### src/rtl/pes_pkg.sv
`default_nettype none

package pes_pkg;

  // Phase codes of the envelope cycle
  localparam int unsigned PHASE_W = 3;
  typedef logic [PHASE_W-1:0] phase_t;

  localparam phase_t PH_TRI_UP    = 3'd0;
  localparam phase_t PH_TRI_DOWN  = 3'd1;
  localparam phase_t PH_TRAP_UP   = 3'd2;
  localparam phase_t PH_PLATEAU   = 3'd3;
  localparam phase_t PH_TRAP_DOWN = 3'd4;
  localparam phase_t PH_SINE      = 3'd5;

  // Configuration port
  localparam int unsigned CFG_IDX_W  = 3;
  localparam int unsigned CFG_DATA_W = 10;
  typedef logic [CFG_IDX_W-1:0]  cfg_idx_t;
  typedef logic [CFG_DATA_W-1:0] cfg_data_t;

  localparam cfg_idx_t CFG_RAMP_POINTS    = 3'd0;
  localparam cfg_idx_t CFG_SINE_PERIOD    = 3'd1;
  localparam cfg_idx_t CFG_SINE_STEPS     = 3'd2;
  localparam cfg_idx_t CFG_PLATEAU_LENGTH = 3'd3;
  localparam cfg_idx_t CFG_SLOW_DIVIDER   = 3'd4;

  localparam logic [7:0] RST_RAMP_POINTS    = 8'd10;
  localparam logic [7:0] RST_SINE_PERIOD    = 8'd32;
  localparam logic [5:0] RST_SINE_STEPS     = 6'd20;
  localparam logic [7:0] RST_PLATEAU_LENGTH = 8'd100;
  localparam logic [9:0] RST_SLOW_DIVIDER   = 10'd100;

  // Sine duty table; entries past the table or past the usable depth read as zero
  localparam int unsigned SINE_TABLE_DEPTH = 32;
  localparam int unsigned SINE_ROM_LEN     = 20;
  localparam logic [5:0] SINE_ROM [SINE_ROM_LEN] = '{
    6'd5,  6'd10, 6'd15, 6'd19, 6'd23, 6'd26, 6'd28, 6'd30, 6'd31, 6'd32,
    6'd31, 6'd30, 6'd28, 6'd26, 6'd23, 6'd19, 6'd15, 6'd10, 6'd5,  6'd0
  };

  // 4095 mod (6 + 2*k): where an all-empty cycle of 6 + 2*k parts lands after
  // the part search runs out, indexed by the sine step count k
  localparam int unsigned SKIP_ENTRIES = 64;
  localparam logic [6:0] EMPTY_SKIP [SKIP_ENTRIES] = '{
    7'd3,   7'd7,   7'd5,   7'd3,   7'd7,   7'd15,  7'd9,   7'd15,
    7'd3,   7'd15,  7'd13,  7'd7,   7'd15,  7'd31,  7'd15,  7'd27,
    7'd29,  7'd15,  7'd21,  7'd3,   7'd1,   7'd15,  7'd45,  7'd39,
    7'd45,  7'd7,   7'd35,  7'd15,  7'd3,   7'd63,  7'd3,   7'd15,
    7'd35,  7'd63,  7'd25,  7'd67,  7'd39,  7'd15,  7'd77,  7'd63,
    7'd53,  7'd47,  7'd45,  7'd47,  7'd53,  7'd63,  7'd77,  7'd95,
    7'd15,  7'd39,  7'd67,  7'd99,  7'd25,  7'd63,  7'd105, 7'd35,
    7'd83,  7'd15,  7'd69,  7'd3,   7'd63,  7'd127, 7'd65,  7'd3
  };

  function automatic logic [7:0] sine_at(input logic [7:0] idx);
    logic [7:0] val;
    val = '0;
    if ((32'(idx) < SINE_TABLE_DEPTH) && (32'(idx) < SINE_ROM_LEN)) begin
      val = {2'b00, SINE_ROM[idx[4:0]]};
    end
    return val;
  endfunction

endpackage

`default_nettype wire

### src/rtl/pes_if.sv
`default_nettype none

interface pes_in_if;
  logic valid;
  logic ready;
  logic advance;

  modport source (output valid, output advance, input ready);
  modport sink   (input valid, input advance, output ready);
endinterface

interface pes_out_if;
  import pes_pkg::*;

  logic   valid;
  logic   ready;
  logic   ramp_pin;
  logic   trapezoid_pin;
  logic   sine_pin;
  phase_t phase_now;

  modport source (output valid, output ramp_pin, output trapezoid_pin,
                  output sine_pin, output phase_now, input ready);
  modport sink   (input valid, input ramp_pin, input trapezoid_pin,
                  input sine_pin, input phase_now, output ready);
endinterface

`default_nettype wire

### src/rtl/pwm_envelope_sequencer_top.sv
`default_nettype none

// PWM envelope sequencer. Each request on in_chan carries one timer tick
// (advance = 1) or a hold (advance = 0) and produces exactly one request on
// out_chan with the three pin levels and the phase after that tick. The
// search for the next non-empty part of the six-phase cycle is resolved in
// closed form between the state registers and the result register, so
// requests are taken in every cycle while out_chan keeps up. The result
// register doubles as the only buffer: in_chan.ready is high whenever it is
// empty or being drained. Configuration writes on cfg_* take effect on the
// next clock and are expected only while no request is open.
module pwm_envelope_sequencer_top (
  input  logic               clk,
  input  logic               rst_n,
  pes_in_if.sink             in_chan,
  pes_out_if.source          out_chan,
  input  logic               cfg_we,
  input  pes_pkg::cfg_idx_t  cfg_index,
  input  pes_pkg::cfg_data_t cfg_data
);
  import pes_pkg::*;

  typedef struct packed {
    phase_t     ph;
    logic [7:0] idx;
    logic       hi;
  } part_t;

  // Configuration
  logic [7:0] ramp_points_r;
  logic [7:0] sine_period_r;
  logic [5:0] sine_steps_r;
  logic [7:0] plateau_length_r;
  logic [9:0] slow_divider_r;

  // Sequencer state; pins_r and phase_r also form the result register
  phase_t     phase_r,    phase_nxt;
  logic [7:0] step_r,     step_nxt;
  logic [7:0] unit_r,     unit_nxt;
  logic       high_r,     high_nxt;
  logic [9:0] prescale_r, prescale_nxt;
  logic [2:0] pins_r,     pins_nxt;
  logic       out_valid_r, out_valid_nxt;

  logic       in_fire;

  part_t      cur_part, s0_part, t_part, w_part, e_part, em_part, wrap_part;
  logic [7:0] cur_unit, s0_unit;
  logic       hit0, w_found, e_found;
  logic [7:0] hcl_t, hcl_t1, hcl_0;
  logic [7:0] wrap_pos, cyc_len, fin_pos, rel_pos;
  logic [8:0] wrap_sum;

  function automatic logic step_ok(input phase_t ph, input logic [8:0] i9,
                                   input logic [7:0] n, input logic [5:0] k);
    logic ok;
    case (ph)
      PH_TRI_UP, PH_TRAP_UP:     ok = (i9 <= {1'b0, n});
      PH_TRI_DOWN, PH_TRAP_DOWN: ok = (i9 < {1'b0, n});
      PH_PLATEAU:                ok = (i9 == 9'd0);
      default:                   ok = (i9 < {3'b000, k});
    endcase
    return ok;
  endfunction

  function automatic logic entry_ok(input phase_t ph, input logic [7:0] n,
                                    input logic [5:0] k);
    logic ok;
    case (ph)
      PH_TRI_DOWN, PH_TRAP_DOWN: ok = (n >= 8'd2);
      PH_SINE:                   ok = (k != 6'd0);
      default:                   ok = 1'b1;
    endcase
    return ok;
  endfunction

  function automatic phase_t phase_inc(input phase_t ph);
    return (ph >= PH_SINE) ? PH_TRI_UP : ph + 3'd1;
  endfunction

  // First phase after ph whose opening step exists; at most two are skipped
  function automatic phase_t next_phase(input phase_t ph, input logic [7:0] n,
                                        input logic [5:0] k);
    phase_t q1, q2;
    q1 = phase_inc(ph);
    q2 = phase_inc(q1);
    if (entry_ok(q1, n, k)) begin
      return q1;
    end else if (entry_ok(q2, n, k)) begin
      return q2;
    end
    return phase_inc(q2);
  endfunction

  function automatic logic [7:0] entry_idx(input phase_t ph);
    return ((ph == PH_TRI_DOWN) || (ph == PH_TRAP_DOWN)) ? 8'd1 : 8'd0;
  endfunction

  function automatic logic [7:0] sine_high(input logic [7:0] idx, input logic [7:0] s);
    logic [7:0] t;
    t = sine_at(idx);
    return (t > s) ? s : t;
  endfunction

  function automatic logic [7:0] part_len(input part_t p, input logic [7:0] n,
                                          input logic [7:0] s, input logic [7:0] plat);
    logic [7:0] len;
    logic [7:0] h;
    h = sine_high(p.idx, s);
    case (p.ph)
      PH_TRI_UP, PH_TRAP_UP:     len = p.hi ? p.idx : n - p.idx;
      PH_TRI_DOWN, PH_TRAP_DOWN: len = p.hi ? n - p.idx : p.idx;
      PH_PLATEAU:                len = p.hi ? plat : 8'd0;
      default:                   len = p.hi ? h : s - h;
    endcase
    return len;
  endfunction

  function automatic logic entry_hit(input phase_t ph, input logic [7:0] n,
                                     input logic [5:0] k, input logic [7:0] s,
                                     input logic [7:0] plat);
    logic hit;
    case (ph)
      PH_TRI_UP, PH_TRAP_UP:     hit = (n != 8'd0);
      PH_TRI_DOWN, PH_TRAP_DOWN: hit = (n >= 8'd2);
      PH_PLATEAU:                hit = (plat != 8'd0);
      default:                   hit = (k != 6'd0) && (s != 8'd0);
    endcase
    return hit;
  endfunction

  assign in_chan.ready = !out_valid_r || out_chan.ready;
  assign in_fire       = in_chan.valid && in_chan.ready;

  assign out_chan.valid         = out_valid_r;
  assign out_chan.ramp_pin      = pins_r[0];
  assign out_chan.trapezoid_pin = pins_r[1];
  assign out_chan.sine_pin      = pins_r[2];
  assign out_chan.phase_now     = phase_r;

  // Current part, with an out-of-range phase restarting the cycle
  always_comb begin
    if (phase_r > PH_SINE) begin
      cur_part.ph  = PH_TRI_UP;
      cur_part.idx = 8'd0;
      cur_part.hi  = 1'b1;
      cur_unit     = 8'd0;
    end else begin
      cur_part.ph  = phase_r;
      cur_part.idx = step_r;
      cur_part.hi  = high_r;
      cur_unit     = unit_r;
    end
  end

  // First part examined: the current one, or one move on if its step has
  // fallen out of range (a high part then drops to its own low part)
  always_comb begin
    s0_part = cur_part;
    s0_unit = cur_unit;
    if (!step_ok(cur_part.ph, {1'b0, cur_part.idx}, ramp_points_r, sine_steps_r)) begin
      s0_unit = 8'd0;
      if (cur_part.hi) begin
        s0_part.hi = 1'b0;
      end else begin
        s0_part.ph  = next_phase(cur_part.ph, ramp_points_r, sine_steps_r);
        s0_part.idx = entry_idx(s0_part.ph);
        s0_part.hi  = 1'b1;
      end
    end
  end

  assign hit0 = s0_unit < part_len(s0_part, ramp_points_r, sine_period_r,
                                   plateau_length_r);

  // Part after s0
  always_comb begin
    t_part = s0_part;
    if (s0_part.hi) begin
      t_part.hi = 1'b0;
    end else if ((s0_part.idx != 8'hFF) &&
                 step_ok(s0_part.ph, {1'b0, s0_part.idx} + 9'd1,
                         ramp_points_r, sine_steps_r)) begin
      t_part.idx = s0_part.idx + 8'd1;
      t_part.hi  = 1'b1;
    end else begin
      t_part.ph  = next_phase(s0_part.ph, ramp_points_r, sine_steps_r);
      t_part.idx = entry_idx(t_part.ph);
      t_part.hi  = 1'b1;
    end
  end

  assign hcl_t  = sine_high(t_part.idx, sine_period_r);
  assign hcl_t1 = sine_high(t_part.idx + 8'd1, sine_period_r);
  assign hcl_0  = sine_high(8'd0, sine_period_r);

  // First non-empty part at or after t within t's phase
  always_comb begin
    w_found = 1'b0;
    w_part  = t_part;
    case (t_part.ph)
      PH_TRI_UP, PH_TRAP_UP: begin
        if (t_part.hi) begin
          if (t_part.idx != 8'd0) begin
            w_found = 1'b1;
          end else if (ramp_points_r != 8'd0) begin
            w_found   = 1'b1;
            w_part.hi = 1'b0;
          end
        end else if (t_part.idx != ramp_points_r) begin
          w_found = 1'b1;
        end
      end
      PH_TRI_DOWN, PH_TRAP_DOWN: begin
        w_found = 1'b1;
      end
      PH_PLATEAU: begin
        w_found = t_part.hi && (plateau_length_r != 8'd0);
      end
      default: begin
        if (sine_period_r != 8'd0) begin
          if (t_part.hi) begin
            w_found   = 1'b1;
            w_part.hi = (hcl_t != 8'd0);
          end else if (hcl_t != sine_period_r) begin
            w_found = 1'b1;
          end else if (({1'b0, t_part.idx} + 9'd1) < {3'b000, sine_steps_r}) begin
            w_found    = 1'b1;
            w_part.idx = t_part.idx + 8'd1;
            w_part.hi  = (hcl_t1 != 8'd0);
          end
        end
      end
    endcase
  end

  // First non-empty part of the following phases, wrapping to t's own phase
  always_comb begin
    logic [3:0] qs;
    phase_t     q;
    e_found = 1'b0;
    e_part  = t_part;
    for (int j = 6; j >= 1; j--) begin
      qs = {1'b0, t_part.ph} + 4'(j);
      if (qs >= 4'd6) begin
        qs = qs - 4'd6;
      end
      q = qs[2:0];
      if (entry_hit(q, ramp_points_r, sine_steps_r, sine_period_r, plateau_length_r)) begin
        e_found    = 1'b1;
        e_part.ph  = q;
        e_part.idx = entry_idx(q);
        case (q)
          PH_TRI_UP, PH_TRAP_UP: e_part.hi = 1'b0;
          PH_SINE:               e_part.hi = (hcl_0 != 8'd0);
          default:               e_part.hi = 1'b1;
        endcase
      end
    end
  end

  always_comb begin
    if (hit0) begin
      em_part = s0_part;
    end else if (w_found) begin
      em_part = w_part;
    end else begin
      em_part = e_part;
    end
  end

  // All-empty cycle: walk 4095 more parts from t in closed form
  always_comb begin
    case (t_part.ph)
      PH_TRI_UP:  wrap_pos = {7'd0, !t_part.hi};
      PH_TRAP_UP: wrap_pos = 8'd2 + {7'd0, !t_part.hi};
      PH_PLATEAU: wrap_pos = 8'd4 + {7'd0, !t_part.hi};
      default:    wrap_pos = 8'd6 + {t_part.idx[6:0], !t_part.hi};
    endcase
    cyc_len  = 8'd6 + {1'b0, sine_steps_r, 1'b0};
    wrap_sum = {1'b0, wrap_pos} + {2'b00, EMPTY_SKIP[sine_steps_r]};
    if (wrap_sum >= {1'b0, cyc_len}) begin
      wrap_sum = wrap_sum - {1'b0, cyc_len};
    end
    fin_pos = wrap_sum[7:0];
    rel_pos = fin_pos - 8'd6;
    wrap_part.hi = !fin_pos[0];
    if (fin_pos < 8'd6) begin
      wrap_part.idx = 8'd0;
      case (fin_pos[2:1])
        2'd0:    wrap_part.ph = PH_TRI_UP;
        2'd1:    wrap_part.ph = PH_TRAP_UP;
        default: wrap_part.ph = PH_PLATEAU;
      endcase
    end else begin
      wrap_part.ph  = PH_SINE;
      wrap_part.idx = {1'b0, rel_pos[7:1]};
    end
  end

  always_comb begin
    phase_nxt    = phase_r;
    step_nxt     = step_r;
    unit_nxt     = unit_r;
    high_nxt     = high_r;
    prescale_nxt = prescale_r;
    pins_nxt     = pins_r;
    if (in_fire && in_chan.advance) begin
      if (prescale_r != 10'd0) begin
        prescale_nxt = prescale_r - 10'd1;
      end else if (hit0 || w_found || e_found) begin
        phase_nxt = em_part.ph;
        step_nxt  = em_part.idx;
        high_nxt  = em_part.hi;
        unit_nxt  = hit0 ? s0_unit + 8'd1 : 8'd1;
        if (em_part.ph <= PH_TRI_DOWN) begin
          pins_nxt[0] = em_part.hi;
        end else if (em_part.ph <= PH_TRAP_DOWN) begin
          pins_nxt[1] = em_part.hi;
        end else begin
          pins_nxt[2] = em_part.hi;
        end
        // hold the unit for one tick in the fast phase or with a zero divider, else one slow unit
        if ((em_part.ph == PH_TRI_UP) || (slow_divider_r == 10'd0)) begin
          prescale_nxt = 10'd0;
        end else begin
          prescale_nxt = slow_divider_r - 10'd1;
        end
      end else begin
        phase_nxt = wrap_part.ph;
        step_nxt  = wrap_part.idx;
        high_nxt  = wrap_part.hi;
        unit_nxt  = 8'd0;
      end
    end
  end

  always_comb begin
    if (in_fire) begin
      out_valid_nxt = 1'b1;
    end else if (out_chan.ready) begin
      out_valid_nxt = 1'b0;
    end else begin
      out_valid_nxt = out_valid_r;
    end
  end

  always_ff @(posedge clk) begin
    if (!rst_n) begin
      ramp_points_r    <= RST_RAMP_POINTS;
      sine_period_r    <= RST_SINE_PERIOD;
      sine_steps_r     <= RST_SINE_STEPS;
      plateau_length_r <= RST_PLATEAU_LENGTH;
      slow_divider_r   <= RST_SLOW_DIVIDER;
    end else if (cfg_we) begin
      case (cfg_index)
        CFG_RAMP_POINTS:    ramp_points_r    <= cfg_data[7:0];
        CFG_SINE_PERIOD:    sine_period_r    <= cfg_data[7:0];
        CFG_SINE_STEPS:     sine_steps_r     <= cfg_data[5:0];
        CFG_PLATEAU_LENGTH: plateau_length_r <= cfg_data[7:0];
        CFG_SLOW_DIVIDER:   slow_divider_r   <= cfg_data[9:0];
        default: ;
      endcase
    end
  end

  always_ff @(posedge clk) begin
    if (!rst_n) begin
      phase_r     <= PH_TRI_UP;
      step_r      <= '0;
      unit_r      <= '0;
      high_r      <= 1'b0;
      prescale_r  <= '0;
      pins_r      <= '0;
      out_valid_r <= 1'b0;
    end else begin
      phase_r     <= phase_nxt;
      step_r      <= step_nxt;
      unit_r      <= unit_nxt;
      high_r      <= high_nxt;
      prescale_r  <= prescale_nxt;
      pins_r      <= pins_nxt;
      out_valid_r <= out_valid_nxt;
    end
  end

endmodule

`default_nettype wire

### src/flat_wrapper.sv
// flat-port wrapper written by rule: the top's interface ports become plain ports
module pwm_envelope_sequencer_top_flat import pes_pkg::*;
  (clk, rst_n, cfg_we, cfg_index, cfg_data, in_chan_valid, in_chan_advance, in_chan_ready, out_chan_valid, out_chan_ramp_pin, out_chan_trapezoid_pin, out_chan_sine_pin, out_chan_phase_now, out_chan_ready);
  pes_in_if in_chan_i ();
  pes_out_if out_chan_i ();
  input  logic clk;
  input  logic rst_n;
  input  logic cfg_we;
  input  pes_pkg::cfg_idx_t cfg_index;
  input  pes_pkg::cfg_data_t cfg_data;
  input wire logic [$bits(in_chan_i.valid)-1:0] in_chan_valid;
  input wire logic [$bits(in_chan_i.advance)-1:0] in_chan_advance;
  output wire logic [$bits(in_chan_i.ready)-1:0] in_chan_ready;
  output wire logic [$bits(out_chan_i.valid)-1:0] out_chan_valid;
  output wire logic [$bits(out_chan_i.ramp_pin)-1:0] out_chan_ramp_pin;
  output wire logic [$bits(out_chan_i.trapezoid_pin)-1:0] out_chan_trapezoid_pin;
  output wire logic [$bits(out_chan_i.sine_pin)-1:0] out_chan_sine_pin;
  output wire logic [$bits(out_chan_i.phase_now)-1:0] out_chan_phase_now;
  input wire logic [$bits(out_chan_i.ready)-1:0] out_chan_ready;
  assign in_chan_i.valid = in_chan_valid;
  assign in_chan_i.advance = in_chan_advance;
  assign in_chan_ready = in_chan_i.ready;
  assign out_chan_valid = out_chan_i.valid;
  assign out_chan_ramp_pin = out_chan_i.ramp_pin;
  assign out_chan_trapezoid_pin = out_chan_i.trapezoid_pin;
  assign out_chan_sine_pin = out_chan_i.sine_pin;
  assign out_chan_phase_now = out_chan_i.phase_now;
  assign out_chan_i.ready = out_chan_ready;
  pwm_envelope_sequencer_top u_core (.clk(clk), .rst_n(rst_n), .in_chan(in_chan_i), .out_chan(out_chan_i), .cfg_we(cfg_we), .cfg_index(cfg_index), .cfg_data(cfg_data));
endmodule
### config.mk
export PLATFORM = sky130hd
export DESIGN_NAME = pwm_envelope_sequencer_top_flat
export DESIGN_NICKNAME = d
export VERILOG_FILES = /design/src/rtl/pes_pkg.sv /design/src/rtl/pes_if.sv /design/src/rtl/pwm_envelope_sequencer_top.sv /design/src/flat_wrapper.sv
export SDC_FILE = /design/constraint.sdc
export NUM_CORES = 1
export LEC_CHECK = 0
export ABC_AREA = 1
export ABC_CLOCK_PERIOD_IN_PS = 9200
export BUFFER_PORTS_ARGS = -buffer_cell sky130_fd_sc_hd__clkbuf_2
export CORE_UTILIZATION = 50
export DETAILED_ROUTE_END_ITERATION = 7
export GPL_TIMING_DRIVEN = 0
export MAX_ROUTING_LAYER = met4
export PLACE_DENSITY = 0.76
export SYNTH_ARGS = -nofsm -noshare
export SYNTH_HDL_FRONTEND = slang
export SYNTH_SLANG_ARGS = --single-unit
### constraint.sdc
create_clock -name clk -period 9.2 [get_ports clk]
set_clock_uncertainty 0.2 [all_clocks]
set_input_delay 2.76 -clock clk [delete_from_list [all_inputs] [get_ports clk]]
set_output_delay 2.76 -clock clk [all_outputs]
set_load 0.03 [all_outputs]
==> reports/qor.log <==
[global_route] first-pass GRT wire length 64500 µm
[placement] detailed-placement wirelength estimate 31700 µm
[pwr] maximum vdd ir drop 0.000282 V
[timing] final worst setup slack -0.184 ns
[route] violation count after the first detailed-routing iteration 1680
[placement] worst setup slack after placement -1.71 ns
[setup_path] setup slack on the worst flop-to-flop path -0.18 ns
[setup_path] kind of launch point of the worst setup path flip-flop
[route] residual antenna-violating net count after detailed routing 0
[global_route] GRT Total Usage 34.7%
[status] outcome complete, but fails checks
[route] via count 14000
[setup_path] signal arrival time at the worst endpoint 9.44 ns
[placement] GPL Wtd Cong 1.05
[pwr] leakage power figure 7.02 nW
[yosys] warnings from Yosys 0
[setup_path] Worst R2R Path Depth 68
[hold_path] hold path start u_core.plateau_length_r[7]$_SDFFE_PN0P_
[cts] clock-pin slew on the worst setup and hold paths 0.07 ns
[placement] I/O Buffers 25
[status] violated checks negative setup slack
[cts] depth of the CTS H-tree 3
[cts] Root Driver sky130_fd_sc_hd__clkbuf_16
[cts] CTS tree yes
[floorplan] die outline height 155 µm
[floorplan] standard cell core area 0.0228 mm²
[setup_path] critical path data required time 9.26 ns
[setup_path] reg-to-reg critical path endpoint u_core.step_r[1]$_SDFFE_PN0P_
[cts] clock latency at the later pin of the worst-skew pair 0.35 ns
[timing] Tcrit/Tclk final 102%
[cells_and_area] # nets final 2223
[route] 1st-pass router iterations 8
[floorplan] # rows 55
[global_route] maximum number of pins on one net before global-route repair 18
[cells_and_area] share of layout cells above drive strength 1 22.0%
[route] number of DRC violations after detailed routing 0
[route] Detailed Route WL 43100 µm
[yosys] area of the mapped netlist 0.0117 mm²
[global_route] number of antenna violations at the first check in global routing 0
[cells_and_area] area added between synthesis and finish 23.7%
[yosys] post-synthesis sequential element count 74
[cells_and_area] commonest non-fill, non-tap cells in the layout sky130_fd_sc_hd__nand2_1, sky130_fd_sc_hd__inv_1, sky130_fd_sc_hd__nor2_1
[cells_and_area] count of inserted antenna diode cells 0
[timing] RSZ-0062 raised after global routing true
[setup_path] worst r2r src u_core.out_chan.phase_now[1]$_SDFFE_PN0P_
[floorplan] overall die width 155 µm
[route] detailed-route wire length per cell 18.1 µm
[setup_path] maximum fanout count along the critical path 6
[run] number of maximum-capacitance violations 0
[floorplan] Die ar. 0.0241 mm²
[hold_path] kind of path behind the tightest hold check reg -> reg
[timing] number of pins exceeding their max-slew limit in the final report 0
[timing] Max Freq 107 MHz
[hold_path] endpoint of the worst hold-timing path u_core.plateau_length_r[7]$_SDFFE_PN0P_
[yosys] count of unique library cells instantiated by Yosys 72
[floorplan] initial cell density of the core 51.4%
[yosys] share of the yosys chip area belonging to registers 12.6%
[setup_path] buffers and inverters on the worst path 15
[cells_and_area] leading cell type in the layout, fill and taps excluded sky130_fd_sc_hd__nand2_1
[setup_path] Setup crit end kind flip-flop
[setup_path] delay-heaviest family, CP simple AND/OR/NAND/NOR gates
[cts] Hold-fix buffers, CTS 0
[cells_and_area] fraction of the core area covered by cells at the end of the flow 63.6%
[cts] number of CTS-inserted buffers 9
[timing] final critical path time including I/O delays and setup 9.38 ns
[timing] number of setup violations in the final report 10
[global_route] total congestion overflow 0
[yosys] predominant post-synthesis flop cell sky130_fd_sc_hd__dfxtp_1
[yosys] Async SR Flop Fraction 0%
[cts] total number of clock tree sinks 74
[hold_path] Hold Path Cell Cnt 2
[yosys] Cells after Synth 1922
[timing] slew of the pin with the lowest slew margin 0.974 ns
[floorplan] Ports 27
[setup_path] Critical Path Max Stage Delay 0.40 ns
[cells_and_area] final standard cell count with taps included and fillers excluded 2380
[global_route] vias in the first global route 12400
[yosys] number of enable flip-flop cells after synthesis 0
[route] routed via count divided by cell count 5.89
[setup_path] slowest stage cell on the critical path sky130_fd_sc_hd__dfxtp_4
[setup_path] critical path start-end classification reg -> reg
[setup_path] most used cell, CP sky130_fd_sc_hd__ha_4
[timing] number of hold-slack violations in the final timing report 0
[placement] count of placed standard cells including taps 2260
[timing] Rel. slew slack 34.4%
[pwr] areal power density over the cells 440 mW/mm²
[timing] smallest hold slack 0.279 ns
[yosys] synthesized area per cell 6.11 µm²
[yosys] Net Count, Synth 2083
[cts] number of buffers on the longest clock path 2
area by class of cell:
type                            count  area (µm²)
Buffer                             45         299
Clock buffer                       10         239
Clock inverter                      6        97.6
Fill cell                        2142        8330
Inverter                          270        1090
Multi-Input combinational cell   1529        9930
Sequential cell                    74        1490
Tap cell                          313         392
Timing Repair Buffer              133         981
worst max path at each step:
stage                                           endpoint  slack (ns)  cells after the start                                       from
6_report                   u_core.step_r[1]$_SDFFE_PN0P_       -0.18                     68  u_core.out_chan.phase_now[1]$_SDFFE_PN0P_
5_1_grt                    u_core.step_r[2]$_SDFFE_PN0P_       -0.64                     74  u_core.out_chan.phase_now[1]$_SDFFE_PN0P_
4_1_cts        u_core.out_chan.phase_now[1]$_SDFFE_PN0P_       -0.05                     66  u_core.out_chan.phase_now[1]$_SDFFE_PN0P_
3_5_place_dp               u_core.step_r[4]$_SDFFE_PN0P_       -1.71                     65  u_core.out_chan.phase_now[2]$_SDFFE_PN0P_
3_3_place_gp   u_core.out_chan.phase_now[1]$_SDFFE_PN0P_       -1.59                     62  u_core.out_chan.phase_now[2]$_SDFFE_PN0P_
2_1_floorplan  u_core.out_chan.phase_now[1]$_SDFFE_PN0P_        0.01                     70  u_core.out_chan.phase_now[2]$_SDFFE_PN0P_
layer usage:
layer	routed length, µm	GRT usage [%]
met2	19600	54.2
met3	3690	3.87
met5	0	-
met1	18200	46.3
met4	1600	12.3
registers in the layout, indices dropped and copies added (netlist names), 6 cells and up:
| name | flops |
|---|---|
| u_core.step_r | 8 |
| u_core.plateau_length_r | 8 |
| u_core.sine_steps_r | 6 |
| u_core.sine_period_r | 8 |
| u_core.ramp_points_r | 8 |
| u_core.prescale_r | 10 |
| u_core.unit_r | 8 |
| u_core.slow_divider_r | 10 |
repair_timing:
action	CTS	global route
gates cloned	1	0
gates resized for setup	125	135
pin swaps	54	81
endpoints found under the setup margin	32	33
setup buffers	57	50
worst reg2reg max path, delay by kind of cell, from the launching register on:
kind	cells	cell delay [ns]
adders and majority gates	9	2.10
buffers and inverters	15	1.44
and+or+nand+nor	28	2.72
xor gates and xnor gates	1	0.22
AOI/OAI and AO/OA	15	2.22
DFF	1	0.40
metrics by stage:
stage,power [mW],TNS [ns],instance area [µm²]
floorplan,3.59,0,11900
global placement,4.40,-32.40,12400
detailed placement,4.48,-36.49,12400
CTS,5.54,-0.173,13600
global route,6.84,-10.77,14500
finish,6.39,-1.13,14500
synth_stat cells (all sizes together) (5+ instances only):
library cell	n	area (µm²)
xnor2	19	174
o221ai	6	58.8
dfxtp	74	1480
nand2	456	1900
o22ai	5	31.3
buf	22	185
a211oi	7	52.6
nand4	36	246
clkinv	5	18.8
nand3	156	863
o211ai	23	173
inv	265	1010
nor3	35	175
a31oi	7	43.8
a21oi	153	781
or2	11	68.8
nor2	192	788
clkbuf	27	101
ha	138	1730
o21bai	8	60.1
xor2	34	298
o21ai	192	998
cells by family after synthesis:
group | synth area share, %
AOI/OAI and AO/OA | 21.2
xor gates and xnor gates | 4.02
adders and majority gates | 15.4
buffers and inverters | 11.2
DFF | 12.6
and+or+nand+nor | 35.6
power breakdown:
part           internal, mW  total, mW  switching, mW
clock network         0.249      0.412          0.162
registers             0.337      0.355         0.0184
logic                  2.17       5.62           3.46
No activity file was read; power rests on OpenSTA's default activity.
